--- src/modinv_pkg.sv ---
// Shared types and constants for the modular inverse and gcd unit.
// Used by the controller, the datapath, the top level and the checker; no dependencies.
package modinv_pkg;

  // Width of every numeric field on the ports.
  localparam int unsigned DATA_BITS = 63;

  // Default operand width inside the datapath.
  localparam int unsigned OPERAND_BITS_DEFAULT = 63;

  typedef struct packed {
    logic [DATA_BITS-1:0] value;
    logic [DATA_BITS-1:0] modulus;
  } modinv_in_t;

  typedef struct packed {
    logic [DATA_BITS-1:0] divisor;
    logic [DATA_BITS-1:0] inverse;
    logic                 found;
  } modinv_out_t;

  typedef enum logic [2:0] {
    ST_IDLE,
    ST_ALIGN,
    ST_REDUCE,
    ST_FIX,
    ST_FINISH
  } modinv_state_e;

  typedef enum logic [2:0] {
    OP_NONE,
    OP_LOAD,
    OP_ALIGN,
    OP_REDUCE,
    OP_FIX,
    OP_FINISH
  } modinv_op_e;

  typedef struct packed {
    modinv_op_e op;
  } modinv_cmd_t;

  typedef struct packed {
    logic rem_zero;   // current divisor of the Euclid step is zero
    logic can_align;  // doubling the shifted divisor keeps it no larger than the dividend
    logic last_bit;   // the quotient bit being worked on is the lowest one
    logic out_free;   // the output register can take a result this cycle
  } modinv_status_t;

endpackage

--- src/modinv_dp.sv ---
// Datapath of the modular inverse and gcd unit: Euclid remainders, coefficients and output register.
// Depends on modinv_pkg; driven by modinv_ctrl through a command struct.
module modinv_dp #(
  parameter int unsigned OPERAND_BITS = modinv_pkg::OPERAND_BITS_DEFAULT
) (
  input  logic                   clk_i,
  input  logic                   rst_ni,
  input  modinv_pkg::modinv_in_t in_data_i,
  input  logic                   out_stall_i,
  input  modinv_pkg::modinv_cmd_t cmd_i,
  output modinv_pkg::modinv_status_t status_o,
  output logic                   out_valid_o,
  output modinv_pkg::modinv_out_t out_data_o
);

  localparam int unsigned W    = OPERAND_BITS;
  localparam int unsigned CntW = $clog2(W);

  logic [W-1:0]    r0_q, r0_d, r1_q, r1_d, mod_q, mod_d;
  logic [W-1:0]    t0_q, t0_d, t1_q, t1_d;
  logic [W-1:0]    div_q, div_d, tdiv_q, tdiv_d;
  logic [CntW-1:0] cnt_q, cnt_d;
  logic            neg_q, neg_d;
  logic            out_valid_q, out_valid_d;
  modinv_pkg::modinv_out_t out_q, out_d;

  logic            sub_ok;
  logic [W-1:0]    r0_sub, t0_add;
  logic            found;
  logic [W-1:0]    inv_mag;

  // One trial subtraction of the shifted divisor per cycle.
  assign sub_ok = (r0_q >= div_q);
  assign r0_sub = sub_ok ? (r0_q - div_q) : r0_q;
  assign t0_add = sub_ok ? (t0_q + tdiv_q) : t0_q;

  assign found   = (|mod_q[W-1:1]) && (r0_q == W'(1)) && (t0_q != '0);
  assign inv_mag = neg_q ? (mod_q - t0_q) : t0_q;

  assign status_o.rem_zero  = (r1_q == '0);
  assign status_o.can_align = ({div_q, 1'b0} <= {1'b0, r0_q});
  assign status_o.last_bit  = (cnt_q == '0);
  assign status_o.out_free  = !out_valid_q || !out_stall_i;

  always_comb begin
    r0_d   = r0_q;
    r1_d   = r1_q;
    mod_d  = mod_q;
    t0_d   = t0_q;
    t1_d   = t1_q;
    div_d  = div_q;
    tdiv_d = tdiv_q;
    cnt_d  = cnt_q;
    neg_d  = neg_q;
    out_d  = out_q;
    out_valid_d = out_valid_q && out_stall_i;
    unique case (cmd_i.op)
      modinv_pkg::OP_LOAD: begin
        // Start from (a, m) with coefficients +1 and 0 for a.
        r0_d   = in_data_i.value[W-1:0];
        r1_d   = in_data_i.modulus[W-1:0];
        mod_d  = in_data_i.modulus[W-1:0];
        t0_d   = W'(1);
        t1_d   = '0;
        div_d  = in_data_i.modulus[W-1:0];
        tdiv_d = '0;
        cnt_d  = '0;
        neg_d  = 1'b0;
      end
      modinv_pkg::OP_ALIGN: begin
        div_d  = {div_q[W-2:0], 1'b0};
        tdiv_d = {tdiv_q[W-2:0], 1'b0};
        cnt_d  = cnt_q + CntW'(1);
      end
      modinv_pkg::OP_REDUCE: begin
        if (cnt_q == '0) begin
          // Quotient complete: rotate the remainder pair and prepare the next divisor.
          r0_d   = r1_q;
          r1_d   = r0_sub;
          t0_d   = t1_q;
          t1_d   = t0_add;
          div_d  = r0_sub;
          tdiv_d = t0_add;
          neg_d  = !neg_q;
        end else begin
          r0_d   = r0_sub;
          t0_d   = t0_add;
          div_d  = {1'b0, div_q[W-1:1]};
          tdiv_d = {1'b0, tdiv_q[W-1:1]};
          cnt_d  = cnt_q - CntW'(1);
        end
      end
      modinv_pkg::OP_FIX: begin
        if (t0_q >= mod_q) begin
          t0_d = t0_q - mod_q;
        end
      end
      modinv_pkg::OP_FINISH: begin
        out_d.divisor = modinv_pkg::DATA_BITS'(r0_q);
        out_d.found   = found;
        out_d.inverse = found ? modinv_pkg::DATA_BITS'(inv_mag) : '0;
        out_valid_d   = 1'b1;
      end
      default: begin
      end
    endcase
  end

  always_ff @(posedge clk_i or negedge rst_ni) begin
    if (!rst_ni) begin
      out_valid_q <= 1'b0;
    end else begin
      out_valid_q <= out_valid_d;
    end
  end

  always_ff @(posedge clk_i) begin
    r0_q   <= r0_d;
    r1_q   <= r1_d;
    mod_q  <= mod_d;
    t0_q   <= t0_d;
    t1_q   <= t1_d;
    div_q  <= div_d;
    tdiv_q <= tdiv_d;
    cnt_q  <= cnt_d;
    neg_q  <= neg_d;
    out_q  <= out_d;
  end

  assign out_valid_o = out_valid_q;
  assign out_data_o  = out_q;

endmodule

--- src/modinv_ctrl.sv ---
// Controller of the modular inverse and gcd unit: sequences load, division steps and result.
// Depends on modinv_pkg; commands modinv_dp through a command struct.
module modinv_ctrl (
  input  logic                      clk_i,
  input  logic                      rst_ni,
  input  logic                      in_valid_i,
  output logic                      in_stall_o,
  input  modinv_pkg::modinv_status_t status_i,
  output modinv_pkg::modinv_cmd_t    cmd_o
);

  modinv_pkg::modinv_state_e state_q, state_d;

  always_ff @(posedge clk_i or negedge rst_ni) begin
    if (!rst_ni) begin
      state_q <= modinv_pkg::ST_IDLE;
    end else begin
      state_q <= state_d;
    end
  end

  always_comb begin
    state_d    = state_q;
    cmd_o.op   = modinv_pkg::OP_NONE;
    in_stall_o = 1'b1;
    unique case (state_q)
      modinv_pkg::ST_IDLE: begin
        in_stall_o = 1'b0;
        if (in_valid_i) begin
          cmd_o.op = modinv_pkg::OP_LOAD;
          state_d  = modinv_pkg::ST_ALIGN;
        end
      end
      modinv_pkg::ST_ALIGN: begin
        if (status_i.rem_zero) begin
          state_d = modinv_pkg::ST_FIX;
        end else if (status_i.can_align) begin
          cmd_o.op = modinv_pkg::OP_ALIGN;
        end else begin
          state_d = modinv_pkg::ST_REDUCE;
        end
      end
      modinv_pkg::ST_REDUCE: begin
        cmd_o.op = modinv_pkg::OP_REDUCE;
        if (status_i.last_bit) begin
          state_d = modinv_pkg::ST_ALIGN;
        end
      end
      modinv_pkg::ST_FIX: begin
        cmd_o.op = modinv_pkg::OP_FIX;
        state_d  = modinv_pkg::ST_FINISH;
      end
      modinv_pkg::ST_FINISH: begin
        if (status_i.out_free) begin
          cmd_o.op = modinv_pkg::OP_FINISH;
          state_d  = modinv_pkg::ST_IDLE;
        end
      end
      default: begin
        state_d = modinv_pkg::ST_IDLE;
      end
    endcase
  end

endmodule

--- src/modular_inverse_and_gcd_unit.sv ---
// Modular inverse and gcd unit: one result per input transfer, computed by shift-subtract Euclid.
// Each Euclid step doubles the divisor into place and then subtracts it back down, one quotient
// bit per reduce step; a fix step and a finish step then end the item.
// One item is worked on at a time; the next input transfer is taken once the result is registered,
// even while that result still waits on a stalled output.
// Reset (rst_ni, asynchronous, active low) returns the controller to idle and empties the output.
module modular_inverse_and_gcd_unit #(
  parameter int unsigned OPERAND_BITS = modinv_pkg::OPERAND_BITS_DEFAULT
) (
  input  logic                    clk_i,
  input  logic                    rst_ni,
  input  logic                    in_valid_i,
  output logic                    in_stall_o,
  input  modinv_pkg::modinv_in_t  in_data_i,
  output logic                    out_valid_o,
  input  logic                    out_stall_i,
  output modinv_pkg::modinv_out_t out_data_o
);

  // The controller and datapath talk only through these two structs. The datapath keeps the
  // remainder pair (r0, r1) and the magnitudes of the coefficients of the value, whose signs
  // alternate. Each quotient is found by first doubling the divisor until it would pass the
  // dividend, then subtracting it back down one bit per cycle; the last subtraction also
  // rotates the pair for the next Euclid step.
  modinv_pkg::modinv_cmd_t    cmd;
  modinv_pkg::modinv_status_t status;

  modinv_ctrl u_ctrl (
    .clk_i      (clk_i),
    .rst_ni     (rst_ni),
    .in_valid_i (in_valid_i),
    .in_stall_o (in_stall_o),
    .status_i   (status),
    .cmd_o      (cmd)
  );

  // When the remainder reaches zero, r0 holds the gcd. The coefficient is then brought below the
  // modulus and, if the gcd is one and the modulus at least two, negated as its sign requires.
  modinv_dp #(
    .OPERAND_BITS (OPERAND_BITS)
  ) u_dp (
    .clk_i       (clk_i),
    .rst_ni      (rst_ni),
    .in_data_i   (in_data_i),
    .out_stall_i (out_stall_i),
    .cmd_i       (cmd),
    .status_o    (status),
    .out_valid_o (out_valid_o),
    .out_data_o  (out_data_o)
  );

endmodule

--- config.mk ---
export PLATFORM = sky130hd
export DESIGN_NAME = modular_inverse_and_gcd_unit
export DESIGN_NICKNAME = d
export VERILOG_FILES = /design/src/modinv_pkg.sv /design/src/modinv_dp.sv /design/src/modinv_ctrl.sv /design/src/modular_inverse_and_gcd_unit.sv
export SDC_FILE = /design/constraint.sdc
export NUM_CORES = 2
export LEC_CHECK = 0
export ABC_AREA = 1
export BUFFER_PORTS_ARGS = -buffer_cell sky130_fd_sc_hd__clkbuf_2
export CELL_PAD_IN_SITES_DETAIL_PLACEMENT = 1
export CELL_PAD_IN_SITES_GLOBAL_PLACEMENT = 1
export CORE_UTILIZATION = 30
export CTS_BUF_LIST = sky130_fd_sc_hd__clkbuf_2
export DETAILED_ROUTE_END_ITERATION = 8
export GPL_TIMING_DRIVEN = 0
export PLACE_DENSITY_LB_ADDON = 0.05
export RECOVER_POWER = 100
export SYNTH_ARGS = -nofsm -noshare
export SYNTH_HDL_FRONTEND = slang
export SYNTH_HIERARCHICAL = 1
export SYNTH_SLANG_ARGS = --single-unit
--- constraint.sdc ---
create_clock -name clk_i -period 11.5 [get_ports clk_i]
set_input_delay 1.15 -clock clk_i [delete_from_list [all_inputs] [get_ports clk_i]]
set_output_delay 1.15 -clock clk_i [all_outputs]
set_load 0.02 [all_outputs]
==> results.toml <==
[worst_setup_path]
crit_fanout = 10
start_kind = "flip-flop"
cp.required_ns = 13.09
cp.arrival_ns = 11.66
end_kind = "flip-flop"
worstSetupPathType = "reg2reg"

[grt]
grt_pass1_vias = 53900
grt_max_degree = 51
gr-total-overflow = 0
antenna_found_initial = 14
grt_use_total = 0.337
grt_pass1_wl_um = 387000

[final_layout]
syn_to_final_growth_pct = 14.3
stdcell_area_mm2 = 0.0555
num-nets-final = 8190
post-route-util = 0.346
n_fill_cell = 20800
drive_above_1_share = 0.0568

[drt]
vias = 51900
drt-pass1-iter-count = 6
met1_length_um = 118000
wire_per_inst_um = 27.9
final_antenna_net_count = 0
drc_errors = 0
wl_met2_um = 131000
highest_layer = "met5"
met3WireLength_um = 12300
drt-vias-per-instance = 5.17
wl_um = 280000
dr.first_iter.drc_count = 3618

[sta]
tns_ns = 0
fin_crit_sh = 0.876
finClkSkew_ns = 0.158
max_freq_mhz = 99.3
setup-violations-final = 0
slew_headroom = -1.05
hold_slack_ns = 0.261
drv_slew = 583
hold_violations = 0
period_minus_slack_ns = 10.07
tightest_slew_ns = 3.08
rsz0062_at_grt = "no"

[min_path]
min_path_type = "in2reg"

[synthesis]
ys_types = 50
ys_top_cells_by_area = "edfxtp_1, nand2_1, inv_1"
yosys_warnings = 6
synth.cell_area_mm2 = 0.0486
synth_seq_cells = 579
synth_edf_count = 575
netlist_instances = 7123
syn_nets = 7575
async_flop_share = 0.00691
postSynthAreaPerCell_um2 = 6.82
ys.flop_type = "edfxtp_1"
ys_seq_area_frac = 0.358
yosys.area.top_type = "edfxtp_1"
netlist.area_leader.share = 0.356

[die]
die_x_um = 404
die_height_um = 404
io_pins = 259
die_area_mm2 = 0.163
start_util = 0.302
core_mm2 = 0.161
rows = 147

[cts]
clock_sinks = 579
cts_made_buffers = 174
clock-root-buffer = "clkbuf_2"
tritoncts = "built"
cts_max_path_buffers = 3
clkTransAtPathRegs_ns = 0.11
clock_tree.htree_level_count = 4
clk_latency_ns = 1.78

[outcome]
failed_checks = "max-capacitance violations, max-slew violations"
status = "finished with violations"

[placed_design]
gp_congestion = 1.01
postPlaceCellArea_mm2 = 0.0530
hpwl_um = 237000
portBuffers = 258

[run]
drv_cap = 26
[per-stage QoR]
stage / worst slack, ns / std cells
final: 1.43 / 10000
after CTS: 3.21 / 10000
after floorplan: 2.64 / 7123
after global placement: -5.19 / 9541
after detailed placement: 3.29 / 9561
after global routing: 1.54 / 10000
[final timing paths]
check	to	depth (start not counted)	slack (ns)	from
hold reg to reg	u_dp/t0_q[36]	2	0.53	u_dp/t1_q[36]
max in group asynchronous	u_ctrl/state_q[2]	3	11.00	rst_ni
hold / removal	u_dp/r0_q[34]	4	0.26	in_data_i[97]
setup reg to reg	u_dp/r0_q[57]	27	1.43	u_dp/r0_q[1]
setup / recovery	u_dp/r0_q[57]	27	1.43	u_dp/r0_q[1]
min in group asynchronous	u_ctrl/state_q[1]	3	0.28	rst_ni
[cell usage after synthesis, types with 16 or more instances]
master / instances
a21oi_1: 506
a31oi_1: 24
buf_1: 26
buf_2: 19
clkbuf_1: 118
edfxtp_1: 575
ha_1: 317
inv_1: 1217
inv_2: 25
nand2_1: 2224
nand3_1: 421
nand3_2: 21
nand3b_1: 16
nand4_1: 89
nor2_1: 741
nor3_1: 55
nor4_1: 45
o211ai_1: 16
o21a_1: 19
o21ai_0: 258
o21ai_1: 58
o21ai_2: 24
o21bai_1: 46
o221ai_1: 62
o22ai_1: 35
xor2_1: 73
[per-layer routing]
metal  vias up  global-route usage
met2      1516               0.565
li1      24400                   -
met3       520              0.0400
met5         -                   0
met4         6               0.208
met1     25400               0.412
[logic make-up (layout without fill, tap and decap cells)]
family,count (synthesis),in the layout,share of synthesized area
AO/OA/AOI/OAI,1071,1071,0.124
XOR/XNOR,80,80,0.0144
adder cells (fa/ha/maj),322,322,0.0837
buffers and inverters,1425,2169,0.113
flip-flops,579,579,0.358
other,0,5,0
AND/OR/NAND/NOR,3646,3646,0.307
[cell type report]
cell class | count | area, µm² | area share
Multi-Input combinational cell | 5119 | 25700 | 0.463
Tap cell | 2160 | 2700 | 0.0487
Clock inverter | 62 | 304 | 0.00548
Timing Repair Buffer | 439 | 2740 | 0.0493
Clock buffer | 243 | 1220 | 0.0219
Antenna cell | 5 | 12.5 | 0.000225
Buffer | 180 | 807 | 0.0145
Sequential cell | 579 | 17400 | 0.313
Inverter | 1245 | 4670 | 0.0842
[placed cells by master, fill, tap and decap left out, types with 35 or more instances in the layout]
cell,instances
o22ai_1,35
nand2_1,2224
o21ai_1,56
dlygate4sd3_1,161
nor2_1,745
nor4_1,45
clkbuf_2,310
o221ai_1,62
nand4_1,89
ha_1,317
edfxtp_1,575
clkbuf_1,344
clkinv_1,46
xor2_1,73
inv_1,1220
o21ai_0,260
o21bai_1,46
nor3_1,56
nand3_1,421
a21oi_1,506
[sequential cells by signal (all words and copies together), names as in the netlist]
register and cells:
u_dp/r0_q 63, u_dp/out_valid_o 1, u_dp/tdiv_q 63, u_dp/div_q 63
u_dp/cnt_q 6, u_dp/neg_q 1, u_dp/t1_q 63, u_dp/out_data_o 127
u_dp/mod_q 63, u_dp/t0_q 63, u_dp/r1_q 63, u_ctrl/state_q 3
[critical path: stages, from the launching register on]
cell and delay (ns):
edfxtp_1 0.54, inv_1 0.15, ha_1 0.33, inv_1 0.07
nor2_1 0.04, o21ai_0 0.15, a21boi_0 0.15, o21ai_0 0.46
o2111ai_1 0.42, nand2_1 0.16, nand3b_1 0.09, nand2_1 0.24
nand2_1 0.09, nand2_1 0.14, nand2_1 0.08, nor2_1 0.15
inv_1 0.08, nand2_1 0.13, inv_1 0.08, nor2_1 0.37
inv_1 0.39, nor2_1 1.32, clkinv_1 0.27, nor2_1 1.62
clkbuf_1 0.91, clkbuf_1 1.15, nand2_1 0.18, nand3_1 0.16
[repair_timing]
item,in CTS,in global routing
gates resized for setup,0,0
hold buffers,161,0
hold endpoints to repair,260,0
buffers inserted,0,0
Power is not shown: default switching activity piles up to over one toggle a cycle in this logic, so the estimate is an artifact.
